$ cat config.mk
export PLATFORM = sky130hd
export DESIGN_NAME = dual_fetch_bank_conflict_check_unit
export DESIGN_NICKNAME = d
export VERILOG_FILES = /design/src/hdl/dfbc_pkg.sv /design/src/hdl/dual_fetch_bank_conflict_check_unit.sv /design/src/hdl/dfbc_range_calc.sv /design/src/hdl/dfbc_bank_check.sv
export SDC_FILE = /design/constraint.sdc
export NUM_CORES = 1
export LEC_CHECK = 0
export BUFFER_PORTS_ARGS = -buffer_cell sky130_fd_sc_hd__buf_2
export CAP_MARGIN = 20
export CELL_PAD_IN_SITES_DETAIL_PLACEMENT = 0
export CELL_PAD_IN_SITES_GLOBAL_PLACEMENT = 1
export CORE_ASPECT_RATIO = 2
export CORE_MARGIN = 3
export CORE_UTILIZATION = 48
export CTS_CLUSTER_SIZE = 16
export DETAILED_ROUTE_END_ITERATION = 7
export PLACE_DENSITY = 0.88
export SKIP_LAST_GASP = 1
export SYNTH_ARGS = -nofsm -noshare
export SYNTH_HDL_FRONTEND = slang
export SYNTH_HIERARCHICAL = 1
export SYNTH_SLANG_ARGS = --single-unit
$ cat constraint.sdc
create_clock -name aclk -period 19.5 [get_ports aclk]
set_input_delay 0.975 -clock aclk [delete_from_list [all_inputs] [get_ports aclk]]
set_output_delay 0.975 -clock aclk [all_outputs]
set_load 0.01 [all_outputs]
$ cat src/hdl/dfbc_pkg.sv
// shared types and constants for the dual fetch bank conflict check
// no dependencies; imported by every module of the block
package dfbc_pkg;

    // field widths
    localparam int ADDR_W     = 48;
    localparam int LEN_W      = 12;
    localparam int FBB_W      = 8;
    localparam int PAGE_BITS  = 12;
    localparam int LEN_MAX    = 4095;
    localparam int INST_BYTES = 4;

    // cache line and bank geometry (line size is a power of two)
    localparam int LINE_BYTES = 64;
    localparam int BANK_BYTES = 8;
    localparam int BANK_COUNT = 8;
    localparam int OFF_W      = $clog2(LINE_BYTES);
    localparam int NUM_BANKS  = (LINE_BYTES + BANK_BYTES - 1) / BANK_BYTES;
    localparam int CNT_W      = $clog2(NUM_BANKS + 1);

    // configuration register indexes
    localparam int CFG_IDX_W = 2;
    localparam logic [CFG_IDX_W-1:0] CFG_DUAL_EN   = 2'd0;
    localparam logic [CFG_IDX_W-1:0] CFG_FETCH_BUF = 2'd1;
    localparam logic [FBB_W-1:0]     FBB_RESET     = 8'd64;

    typedef enum logic [2:0] {
        VERDICT_IDLE     = 3'd0,
        VERDICT_DUAL     = 3'd1,
        VERDICT_SINGLE   = 3'd2,
        VERDICT_BAD_PC   = 3'd3,
        VERDICT_PAGE     = 3'd4,
        VERDICT_FALLTHRU = 3'd5,
        VERDICT_CONFLICT = 3'd6
    } verdict_t;

    // range facts handed from the address stage to the bank check
    typedef struct packed {
        logic [LEN_W-1:0] len0;
        logic [LEN_W-1:0] len1;
        logic             pcs_ok;
        logic             page_ok;
        logic             second_above;
        logic             dist_far;
        logic [OFF_W:0]   gap;
        logic [OFF_W-1:0] lo_off;
        logic [OFF_W-1:0] off0;
        logic [OFF_W-1:0] off1;
    } range_info_t;

endpackage

$ cat src/hdl/dual_fetch_bank_conflict_check_unit.sv
// top level: config registers, input register, verdict logic, result register
// depends on dfbc_pkg, dfbc_range_calc, dfbc_bank_check

// Each request word yields one result word. A word sits in the input register while the
// address arithmetic and the bank masks are evaluated, then lands in the
// result register: m_valid rises at the clock edge right after the accepting edge when the
// result register is free, and a new word is taken every cycle as long as the result side
// keeps up (one word per cycle sustained, set by the single input and result register
// pair). Configuration writes take effect on the next clock and should only be issued
// while no word is in flight.
module dual_fetch_bank_conflict_check_unit (
    input  logic                              aclk,
    input  logic                              aresetn,
    // configuration
    input  logic                              cfg_we,
    input  logic [dfbc_pkg::CFG_IDX_W-1:0]    cfg_index,
    input  logic [dfbc_pkg::FBB_W-1:0]        cfg_wdata,
    // request channel
    input  logic                              s_valid,
    output logic                              s_ready,
    input  logic                              s_need_entry,
    input  logic                              s_dual_allowed,
    input  logic [dfbc_pkg::ADDR_W-1:0]       s_first_fetch_pc,
    input  logic [dfbc_pkg::ADDR_W-1:0]       s_second_fetch_pc,
    input  logic [dfbc_pkg::ADDR_W-1:0]       s_first_entry_start,
    input  logic [dfbc_pkg::ADDR_W-1:0]       s_first_branch_pc,
    input  logic                              s_first_taken,
    input  logic [dfbc_pkg::ADDR_W-1:0]       s_second_entry_start,
    input  logic [dfbc_pkg::ADDR_W-1:0]       s_second_branch_pc,
    input  logic                              s_second_taken,
    // result channel
    output logic                              m_valid,
    input  logic                              m_ready,
    output logic [2:0]                        m_verdict,
    output logic [dfbc_pkg::LEN_W-1:0]        m_first_valid_len,
    output logic [dfbc_pkg::LEN_W-1:0]        m_second_valid_len
);
    import dfbc_pkg::*;

    // configuration registers
    logic             dual_en_reg, dual_en_next;
    logic [FBB_W-1:0] fbb_reg, fbb_next;

    always_comb begin
        dual_en_next = dual_en_reg;
        fbb_next     = fbb_reg;
        if (cfg_we) begin
            unique case (cfg_index)
                CFG_DUAL_EN:   dual_en_next = cfg_wdata[0];
                CFG_FETCH_BUF: fbb_next     = cfg_wdata;
                default: ;
            endcase
        end
    end

    always_ff @(posedge aclk) begin
        if (!aresetn) begin
            dual_en_reg <= 1'b0;
            fbb_reg     <= FBB_RESET;
        end else begin
            dual_en_reg <= dual_en_next;
            fbb_reg     <= fbb_next;
        end
    end

    // handshake control
    logic in_valid_reg, in_valid_next;
    logic out_valid_reg, out_valid_next;
    logic s_accept, advance;

    assign advance  = in_valid_reg && (!out_valid_reg || m_ready);
    assign s_ready  = !in_valid_reg || advance;
    assign s_accept = s_valid && s_ready;

    always_comb begin
        in_valid_next  = s_accept ? 1'b1 : (advance ? 1'b0 : in_valid_reg);
        out_valid_next = advance ? 1'b1 : (m_ready ? 1'b0 : out_valid_reg);
    end

    always_ff @(posedge aclk) begin
        if (!aresetn) begin
            in_valid_reg  <= 1'b0;
            out_valid_reg <= 1'b0;
        end else begin
            in_valid_reg  <= in_valid_next;
            out_valid_reg <= out_valid_next;
        end
    end

    // input word register
    logic              need_reg, allowed_reg, taken0_reg, taken1_reg;
    logic [ADDR_W-1:0] fpc0_reg, fpc1_reg, start0_reg, start1_reg, br0_reg, br1_reg;

    always_ff @(posedge aclk) begin
        if (s_accept) begin
            need_reg    <= s_need_entry;
            allowed_reg <= s_dual_allowed;
            fpc0_reg    <= s_first_fetch_pc;
            fpc1_reg    <= s_second_fetch_pc;
            start0_reg  <= s_first_entry_start;
            br0_reg     <= s_first_branch_pc;
            taken0_reg  <= s_first_taken;
            start1_reg  <= s_second_entry_start;
            br1_reg     <= s_second_branch_pc;
            taken1_reg  <= s_second_taken;
        end
    end

    // address arithmetic and bank check
    range_info_t info;
    logic        conflict;

    dfbc_range_calc u_range (
        .first_fetch_pc     (fpc0_reg),
        .second_fetch_pc    (fpc1_reg),
        .first_entry_start  (start0_reg),
        .first_branch_pc    (br0_reg),
        .second_entry_start (start1_reg),
        .second_branch_pc   (br1_reg),
        .fetch_buffer_bytes (fbb_reg),
        .info               (info)
    );

    dfbc_bank_check u_bank (
        .info     (info),
        .conflict (conflict)
    );

    // verdict in priority order
    verdict_t         verdict_next, verdict_reg;
    logic [LEN_W-1:0] len0_next, len1_next, len0_reg, len1_reg;

    always_comb begin
        if (!need_reg) begin
            verdict_next = VERDICT_IDLE;
        end else if (!(dual_en_reg && allowed_reg)) begin
            verdict_next = VERDICT_SINGLE;
        end else if (!info.pcs_ok) begin
            verdict_next = VERDICT_BAD_PC;
        end else if (!info.page_ok) begin
            verdict_next = VERDICT_PAGE;
        end else if (!(taken0_reg && taken1_reg)) begin
            verdict_next = VERDICT_FALLTHRU;
        end else if (conflict) begin
            verdict_next = VERDICT_CONFLICT;
        end else begin
            verdict_next = VERDICT_DUAL;
        end
    end

    // lengths per verdict
    always_comb begin
        case (verdict_next)
            VERDICT_IDLE: begin
                len0_next = '0;
                len1_next = '0;
            end
            VERDICT_DUAL: begin
                len0_next = info.len0;
                len1_next = info.len1;
            end
            default: begin
                len0_next = LEN_W'(fbb_reg);
                len1_next = '0;
            end
        endcase
    end

    // result register
    always_ff @(posedge aclk) begin
        if (advance) begin
            verdict_reg <= verdict_next;
            len0_reg    <= len0_next;
            len1_reg    <= len1_next;
        end
    end

    assign m_valid            = out_valid_reg;
    assign m_verdict          = verdict_reg;
    assign m_first_valid_len  = len0_reg;
    assign m_second_valid_len = len1_reg;

    // an empty result register never holds off the request side
    a_ready_when_empty: assert property (@(posedge aclk) disable iff (!aresetn)
        !out_valid_reg |-> s_ready)
        else $error("s_ready low with empty result register");

    // a word leaving the input register shows up as a result
    a_advance_fills: assert property (@(posedge aclk) disable iff (!aresetn)
        advance |=> m_valid)
        else $error("advanced word did not reach the result register");

    // a blocked input register refuses new words
    a_full_blocks: assert property (@(posedge aclk) disable iff (!aresetn)
        (in_valid_reg && out_valid_reg && !m_ready) |-> !s_ready)
        else $error("new word accepted while pipeline is stalled");

endmodule

$ cat src/hdl/dfbc_range_calc.sv
// address arithmetic: entry lengths, page span, start distance
// depends on dfbc_pkg
module dfbc_range_calc (
    input  logic [dfbc_pkg::ADDR_W-1:0] first_fetch_pc,
    input  logic [dfbc_pkg::ADDR_W-1:0] second_fetch_pc,
    input  logic [dfbc_pkg::ADDR_W-1:0] first_entry_start,
    input  logic [dfbc_pkg::ADDR_W-1:0] first_branch_pc,
    input  logic [dfbc_pkg::ADDR_W-1:0] second_entry_start,
    input  logic [dfbc_pkg::ADDR_W-1:0] second_branch_pc,
    input  logic [dfbc_pkg::FBB_W-1:0]  fetch_buffer_bytes,
    output dfbc_pkg::range_info_t       info
);
    import dfbc_pkg::*;

    // branch minus start plus one instruction, modulo the address space, saturated
    function automatic logic [LEN_W-1:0] entry_len(input logic [ADDR_W-1:0] start,
                                                    input logic [ADDR_W-1:0] branch);
        logic [ADDR_W-1:0] diff;
        logic              sat;
        diff = branch - start;
        sat  = (diff[ADDR_W-1:LEN_W] != '0) ||
               (diff[LEN_W-1:0] > LEN_W'(LEN_MAX - INST_BYTES));
        return sat ? LEN_W'(LEN_MAX) : diff[LEN_W-1:0] + LEN_W'(INST_BYTES);
    endfunction

    logic [ADDR_W:0] end0, end1;
    logic [ADDR_W:0] d_fwd, d_rev;
    logic [ADDR_W-1:0] dist_full;

    // last byte of each fetch, one bit wider so it never wraps
    assign end0 = {1'b0, first_fetch_pc} + (ADDR_W+1)'(fetch_buffer_bytes) - (ADDR_W+1)'(1);
    assign end1 = {1'b0, second_fetch_pc} + (ADDR_W+1)'(fetch_buffer_bytes) - (ADDR_W+1)'(1);

    // both directions of the start distance in parallel, pick by borrow
    assign d_fwd = {1'b0, second_entry_start} - {1'b0, first_entry_start};
    assign d_rev = {1'b0, first_entry_start} - {1'b0, second_entry_start};
    assign dist_full = d_fwd[ADDR_W] ? d_rev[ADDR_W-1:0] : d_fwd[ADDR_W-1:0];

    always_comb begin
        info.len0    = entry_len(first_entry_start, first_branch_pc);
        info.len1    = entry_len(second_entry_start, second_branch_pc);
        info.pcs_ok  = (first_fetch_pc != '0) && (second_fetch_pc != '0);
        info.page_ok = (first_fetch_pc[ADDR_W-1:PAGE_BITS] == second_fetch_pc[ADDR_W-1:PAGE_BITS])
                    && (end0[ADDR_W:PAGE_BITS] == {1'b0, first_fetch_pc[ADDR_W-1:PAGE_BITS]})
                    && (end1[ADDR_W:PAGE_BITS] == {1'b0, second_fetch_pc[ADDR_W-1:PAGE_BITS]});
        info.second_above = !d_fwd[ADDR_W];
        info.dist_far = (dist_full[ADDR_W-1:OFF_W+1] != '0) ||
                        (dist_full[OFF_W:0] > (OFF_W+1)'(LINE_BYTES));
        info.gap      = dist_full[OFF_W:0];
        info.lo_off   = d_fwd[ADDR_W] ? second_entry_start[OFF_W-1:0]
                                      : first_entry_start[OFF_W-1:0];
        info.off0     = first_entry_start[OFF_W-1:0];
        info.off1     = second_entry_start[OFF_W-1:0];
    end

endmodule

$ cat src/hdl/dfbc_bank_check.sv
// bank conflict decision from the two entry ranges
// depends on dfbc_pkg
module dfbc_bank_check (
    input  dfbc_pkg::range_info_t info,
    output logic                  conflict
);
    import dfbc_pkg::*;

    // bytes of one line touched by a range starting at off, n bytes long
    function automatic logic [LINE_BYTES-1:0] byte_mask(input logic [OFF_W-1:0] off,
                                                         input logic [OFF_W:0]   n);
        logic [LINE_BYTES-1:0] m;
        logic [OFF_W-1:0]      rel;
        for (int k = 0; k < LINE_BYTES; k++) begin
            rel  = OFF_W'(k) - off;
            m[k] = ({1'b0, rel} < n);
        end
        return m;
    endfunction

    // fold bytes into banks
    function automatic logic [NUM_BANKS-1:0] bank_mask(input logic [LINE_BYTES-1:0] bytes);
        logic [NUM_BANKS-1:0] b;
        b = '0;
        for (int k = 0; k < LINE_BYTES; k++) begin
            b[k / BANK_BYTES] = b[k / BANK_BYTES] | bytes[k];
        end
        return b;
    endfunction

    // clamp a length to one line
    function automatic logic [OFF_W:0] clamp_line(input logic [LEN_W-1:0] len);
        return (len > LEN_W'(LINE_BYTES)) ? (OFF_W+1)'(LINE_BYTES) : len[OFF_W:0];
    endfunction

    logic [LEN_W:0]       reach;
    logic [LEN_W:0]       near_len;
    logic [LEN_W:0]       span;
    logic                 fits;
    logic [NUM_BANKS-1:0] union_banks, banks0, banks1;
    logic [CNT_W-1:0]     union_cnt;

    // span of the union measured from the lower start
    always_comb begin
        if (info.second_above) begin
            reach    = (LEN_W+1)'(info.gap) + {1'b0, info.len1};
            near_len = {1'b0, info.len0};
        end else begin
            reach    = (LEN_W+1)'(info.gap) + {1'b0, info.len0};
            near_len = {1'b0, info.len1};
        end
        span = (reach > near_len) ? reach : near_len;
        fits = !info.dist_far && (span <= (LEN_W+1)'(LINE_BYTES));
    end

    assign union_banks = bank_mask(byte_mask(info.lo_off, span[OFF_W:0]));
    assign banks0      = bank_mask(byte_mask(info.off0, clamp_line(info.len0)));
    assign banks1      = bank_mask(byte_mask(info.off1, clamp_line(info.len1)));

    // distinct banks of the union
    always_comb begin
        union_cnt = '0;
        for (int j = 0; j < NUM_BANKS; j++) begin
            union_cnt = union_cnt + CNT_W'(union_banks[j]);
        end
    end

    assign conflict = fits ? (int'(union_cnt) > BANK_COUNT) : (|(banks0 & banks1));

endmodule

* After elaboration in Yosys (flattened, before gate mapping)
Cells that the tools add are included.
** Cells by class
- Add/subtract/negate cells :: 211
- Order comparisons :: 200
- Equality and inequality tests :: 5
- Multiplexer cells :: 21
- Bitwise operators :: 169
- Reductions and logical operators :: 28
** Operators by type and width (count)
- less-than comparator 6 x 7 -> 1 bit :: 192
- subtractor 6 bit (first input constant) :: 96
- subtractor 5 x 6 -> 6 bit (first input constant) :: 48
- OR 1 bit :: 168
- subtractor 4 x 6 -> 6 bit (first input constant) :: 24
- subtractor 48 bit :: 3
- adder 48 x 8 -> 49 bit :: 2
- subtractor 49 x 1 -> 49 bit (second input constant) :: 2
- nonzero test 48 bit :: 2
- == test 37 x 36 -> 1 bit :: 2
- nonzero test 36 bit :: 2
- subtractor 3 x 6 -> 6 bit (first input constant) :: 12
- subtractor 48 x 48 -> 49 bit :: 1
- 2-to-1 mux 48 bit :: 1
- nonzero test 41 bit :: 1
- == test 36 bit :: 1
- 2-to-1 mux 12 bit :: 3
- subtractor 1 x 6 -> 6 bit (first input constant) :: 6
- subtractor 2 x 6 -> 6 bit (first input constant) :: 6
- adder 7 x 12 -> 13 bit :: 2
- 2-to-1 mux 13 bit :: 2
- adder 12 x 3 -> 12 bit (second input constant) :: 2
- > comparator 12 bit (second input constant) :: 2
- > comparator 12 x 7 -> 1 bit (second input constant) :: 2
- 24 further kinds :: 52
** Storage, ports and cells
- Register bits after elaboration :: 330
- Bits of input ports :: 307
- Output and inout port bits :: 29
- Logic and storage cells :: 651

* Logic depth before layout (Yosys ltp)
- Depth in word-level cells :: 33
- Gate-level depth with buffers :: 60
- Mapped depth without buffers :: 57

* Modules after synthesis
The synthesis kept the hierarchy.
** By module, submodules not included
- dfbc_range_calc :: times used 1, cells an instance 3156, area an instance 20533.4 µm², seq. area each 0.0 µm²
- dfbc_bank_check :: times used 1, cells an instance 1972, area an instance 14450.1 µm², seq. area each 0.0 µm²
- dual_fetch_bank_conflict_check_unit :: times used 1, cells an instance 415, area an instance 10400.0 µm², seq. area each 9799.4 µm²

* Least setup slack after synthesis
OpenSTA, ideal clock, no wires.
- Path kind :: register -> register
- Start :: reg start0_reg[41]
- End :: reg len0_reg[9] (netlist: m_first_valid_len[9]), data pin
- Arrival time :: 14963 ps
- Required time :: 19370 ps
- Setup slack :: 4407 ps
- Stages on the path, launching flop included :: 54
- Path buffers :: 9
- Clock period less this slack :: 15093 ps
- Path through :: edfxtp_1 -> inv_1 -> ha_1 -> clkbuf_1 -> nand4_1 -> nor4_1 -> nand3_1 -> a21oi_1 -> a211oi_1 -> inv_2 -> clkbuf_1 -> clkbuf_1 -> buf_2 -> buf_2 -> buf_1 -> clkbuf_1 -> mux2_2 -> ha_1 -> (+18 left out) -> or3_1 -> a211o_1 -> nor4_1 -> o2111ai_1 -> fa_1 -> inv_1 -> fa_1 -> fa_1 -> inv_1 -> fa_1 -> inv_1 -> a31oi_1 -> nand2_1 -> mux2i_1 -> nand4b_4 -> nor2_4 -> buf_6 -> and2_2
** Between the ends
- Word-level cells in the longest chain between the ends :: 33
** Ends and longest elaborated chain
- start, declared :: RTL line dual_fetch_bank_conflict_check_unit.sv:92 : logic [ADDR_W-1:0] fpc0_reg, fpc1_reg, start0_reg, start1_reg, br0_reg, br1_reg;
- start signal, assigned :: RTL line dual_fetch_bank_conflict_check_unit.sv:100 : start0_reg <= s_first_entry_start;
- subtractor 48 bit :: RTL line dfbc_range_calc.sv:20 : diff = branch - start;
- nonzero test 36 bit :: RTL line dfbc_range_calc.sv:21 : sat = (diff[ADDR_W-1:LEN_W] != '0) ||
- logical OR 1 bit :: RTL line dfbc_range_calc.sv:21
- 2-to-1 mux 12 bit :: RTL line dfbc_range_calc.sv:23 : return sat ? LEN_W'(LEN_MAX) : diff[LEN_W-1:0] + LEN_W'(INST_BYTES);
- adder 7 x 12 -> 13 bit :: RTL line dfbc_bank_check.sv:49 : reach = (LEN_W+1)'(info.gap) + {1'b0, info.len0};
- 2-to-1 mux 13 bit :: RTL line dfbc_bank_check.sv:45 : if (info.second_above) begin
- > comparator 13 x 12 -> 1 bit :: RTL line dfbc_bank_check.sv:52 : span = (reach > near_len) ? reach : near_len;
- 2-to-1 mux 13 bit :: RTL line dfbc_bank_check.sv:52
- (+17 left out)
- net conflict :: RTL line dual_fetch_bank_conflict_check_unit.sv:111 : logic conflict;
- (+1 left out)
- 2-to-1 mux 3 bit (*) :: RTL line dual_fetch_bank_conflict_check_unit.sv:142 : end else if (!(taken0_reg && taken1_reg)) begin
- 2-to-1 mux 3 bit (*) :: RTL line dual_fetch_bank_conflict_check_unit.sv:140 : end else if (!info.page_ok) begin
- 2-to-1 mux 3 bit (*) :: RTL line dual_fetch_bank_conflict_check_unit.sv:138 : end else if (!info.pcs_ok) begin
- 2-to-1 mux 3 bit (*) :: RTL line dual_fetch_bank_conflict_check_unit.sv:136 : end else if (!(dual_en_reg && allowed_reg)) begin
- 2-to-1 mux 3 bit (*) :: RTL line dual_fetch_bank_conflict_check_unit.sv:134 : if (!need_reg) begin
- == test 3 x 1 -> 1 bit / logical NOT 3 bit (equally long branches) :: RTL line dual_fetch_bank_conflict_check_unit.sv:153 : case (verdict_next)
- case mux 12 bit (2 select lines) (*) :: RTL line dual_fetch_bank_conflict_check_unit.sv:153
- net len0_next[9] :: RTL line dual_fetch_bank_conflict_check_unit.sv:131 : logic [LEN_W-1:0] len0_next, len1_next, len0_reg, len1_reg;
- end signal, assigned :: RTL line dual_fetch_bank_conflict_check_unit.sv:173 : len0_reg <= len0_next;
- end, declared :: RTL line dual_fetch_bank_conflict_check_unit.sv:131
Mark *: on every way through the listed nets, which the timed path passes. The rest lies on a longest branch.
A chain may end at the register's enable or synchronous reset.

==> flow_summary.yaml <==
power_and_ir_drop:
  ir_worst_vdd_v: 0.0000787
  leakage_nw: 21.5
  switchingPower_w: 0.00163
  pwr-share-seq_pct: 24.0
  power_frac_comb_pct: 56.8
  clkPwrFrac_pct: 19.2
  power_w: 0.00362
  p_per_area_mw_per_mm2: 73.3
  p_int_w: 0.00199
  switching_share_pct: 45.1
yosys:
  synthesis.nets: 6625
  synthFlopType: "edfxtp_1"
  ys_top_cells_by_area: "ha_1 21%, edfxtp_1 21%, xnor2_1 5.8%, a21oi_1 5.4%, inv_1 4.7%"
  synth_top_cell_by_area: "ha_1"
  synth-seq-cells: 330
  synth_edf_count: 319
  synth_top_cell_area_share_pct: 21.1
  syn_area_per_cell_um2: 8.19
  postSynth.asyncResetShare_pct: 0
  synth_cell_type_count: 99
  netlist_area_mm2: 0.0454
  yosys_warnings: 6
  ys_seq_area_share_pct: 21.6
  synthCells: 5543
clocking:
  cts_buffers: 35
  hold_buffers: 0
  cts_setup_buffers: 0
  cts.htree.levels: 2
  cts.repair.resized: 0
  cts_buffer_depth: 3
  clock_sinks: 330
  clkTransAtPathRegs_ps: 70
  cts_root_buf: "clkbuf_16"
  cts_tree: "done"
  clkLatencyLatePin_ps: 590
sta:
  finalSetupViolations: 0
  hold_viol_final: 0
  tightest_slew_ps: 1190
  fin_crit_sh_pct: 80.3
  fin_crit_ps: 15660
  max_slew_margin_pct: 20.0
  rsz0062_at_grt: "false"
  slew_viol_final: 0
  fmax_mhz: 63.9
  final.setup.worst_slack_ps: 3840
  fin_worst_skew_ps: 41.9
  timing.setup.tns_ps: 0
  whs_ps: 509
flow_run:
  max_cap_viol_count: 0
global_routing:
  grt_pass1_vias: 43812
  grt_max_degree: 81
  grt_antenna_before_repair: 10
  grt_pass1_wl_um: 253000
  grtUsageTotal_pct: 33.5
  grt-ovfl-total: 0
die:
  initial_core_util_pct: 48.6
  fp.dieW_um: 223
  dieHeight_um: 441
  io_pins: 336
  fp.dieArea_mm2: 0.0985
  core_mm2: 0.0933
  rows: 158
hold_path:
  hp-start: "in_valid_reg$_SDFFE_PN0P_"
  holdCritPathClass: "reg2reg"
layout:
  areaGrowthSynthToFinish_pct: 8.92
  drive_gt1_share_pct: 8.99
  fill_cells: 9037
  nets: 6877
  postLayoutCoreUtil_pct: 53.0
worst_setup_path:
  max_stage_delay_ps: 940
  regToRegStartpoint: "start1_reg[1]$_DFFE_PP_"
  critical_path.max_fanout: 34
  startpoint_type: "flop"
  worstSetupPathType: "reg2reg"
  cp-end-kind: "flop"
  startpoint: "start1_reg[1]$_DFFE_PP_"
  worst_path_max_delay_cell: "a2111oi_0"
  cp_data_required_time_ps: 19940
  cp.arrival_ps: 16100
route:
  first_pass_iters: 6
  drc: 0
  wirelength_um: 172000
  vias: 43973
  viasPerCell: 6.26
  drtIter0Drc: 3306
  routedWlPerCell_um: 24.5
  ant_nets: 0
placement:
  dp_hpwl_um: 145000
  port_buffers: 335
  place_ws_ps: 4130
  gp_congestion: 1.03
outcome:
  status: "finished, final reports clean"
[Yosys cell counts, types with 37 or more instances]
cell and instances:
nand2b_1 66, clkbuf_1 132, mux2i_1 62, nand2_1 412, ha_1 766, o21bai_1 65, edfxtp_1 319, or3_1 41
nand3_1 99, o22ai_1 60, a21o_1 139, a31oi_1 45, inv_1 566, nor4_1 72, xor2_1 132, nor2_1 308
xnor2_1 301, a21oi_1 493, o21a_1 73, nand4_1 97, and3_1 37, o21ai_0 321, nor2b_1 88, nor3_1 175
o211ai_1 43
[per-layer routing]
metal | vias to the layer above | part of all wire (%) | wire length, um | track usage, %
li1 | 20863 | - | - | -
met1 | 20485 | 34 | 59000 | 33.4
met2 | 1886 | 49 | 84500 | 60.1
met3 | 737 | 4.9 | 8470 | 3.72
met4 | 2 | 12 | 19800 | 31.8
met5 | - | 0.0041 | 7 | 0
[critical path: cells and delay by family, from the launching register on]
kind | cells | cell delay [ps]
AO/OA/AOI/OAI | 18 | 4800
AND/OR/NAND/NOR | 18 | 5100
XOR/XNOR | 1 | 90
flip-flops | 1 | 590
buffers and inverters | 6 | 860
multiplexers | 2 | 460
adder cells (fa/ha/maj) | 9 | 3540
[cells in the final DEF (no fill, tap or decap), types with 37 or more instances in the layout]
cell      count
ha_1        766
inv_1       566
a21oi_1     492
nand2_1     410
buf_2       335
edfxtp_1    319
o21ai_0     317
nor2_1      308
xnor2_1     301
nor3_1      175
a21o_1      139
xor2_1      132
nand3_1      99
nand4_1      97
nor2b_1      87
o21a_1       73
nor4_1       71
nand2b_1     66
o21bai_1     65
mux2i_1      61
o22ai_1      60
buf_4        46
a31oi_1      45
o211ai_1     43
or3_1        41
and3_1       37
[metrics by stage]
stage	area, um^2	std cells
4_1_cts	49400	7018
6_report	49400	7022
5_1_grt	49400	7019
2_1_floorplan	45400	5543
3_3_place_gp	48300	6956
3_5_place_dp	48300	6957
[kinds of logic (layout without fill, tap and decap cells)]
group | Yosys count | after routing | share of synthesized area [%]
AND/OR/NAND/NOR | 1568 | 1568 | 17.5
adder cells (fa/ha/maj) | 782 | 782 | 21.7
multiplexers | 76 | 76 | 1.71
other | 0 | 3 | 0
flip-flops | 330 | 330 | 21.6
XOR/XNOR | 433 | 433 | 8.36
AO/OA/AOI/OAI | 1616 | 1616 | 22.9
buffers and inverters | 738 | 1014 | 6.26
[cell type report]
type	instances	area [um^2]	share of cell area [%]
Inverter	572	2150	4.34
Sequential cell	330	9800	19.8
Clock buffer	38	887	1.79
Antenna cell	3	7.51	0.0152
Tap cell	1200	1500	3.04
Clock inverter	23	272	0.549
Multi-Input combinational cell	4475	32800	66.3
Timing Repair Buffer	381	2020	4.09
[power by group through the flow]
| stage | sequential (W) | combinational (W) | clock, W |
|---|---|---|---|
| after CTS | 0.000870 | 0.00202 | 0.000714 |
| final | 0.000870 | 0.00206 | 0.000694 |
| after detailed placement | 0.000885 | 0.00201 | 0 |
| after global placement | 0.000884 | 0.00199 | 0 |
| after global routing | 0.000873 | 0.00225 | 0.000737 |
| after floorplan | 0.000868 | 0.00141 | 0 |
[path summary, 6_finish.rpt]
| check | cells after the start | slack, ps | to |
|---|---|---|---|
| worst min-delay path | 1 | 510 | m_valid$_SDFFE_PN0P_ |
| worst max register to register | 54 | 3840 | m_second_valid_len[2]$_SDFFCE_PP0P_ |
| worst max-delay path | 54 | 3840 | m_second_valid_len[2]$_SDFFCE_PP0P_ |
| worst min register to register | 1 | 510 | m_valid$_SDFFE_PN0P_ |
Power figures use the tool's default switching activity.
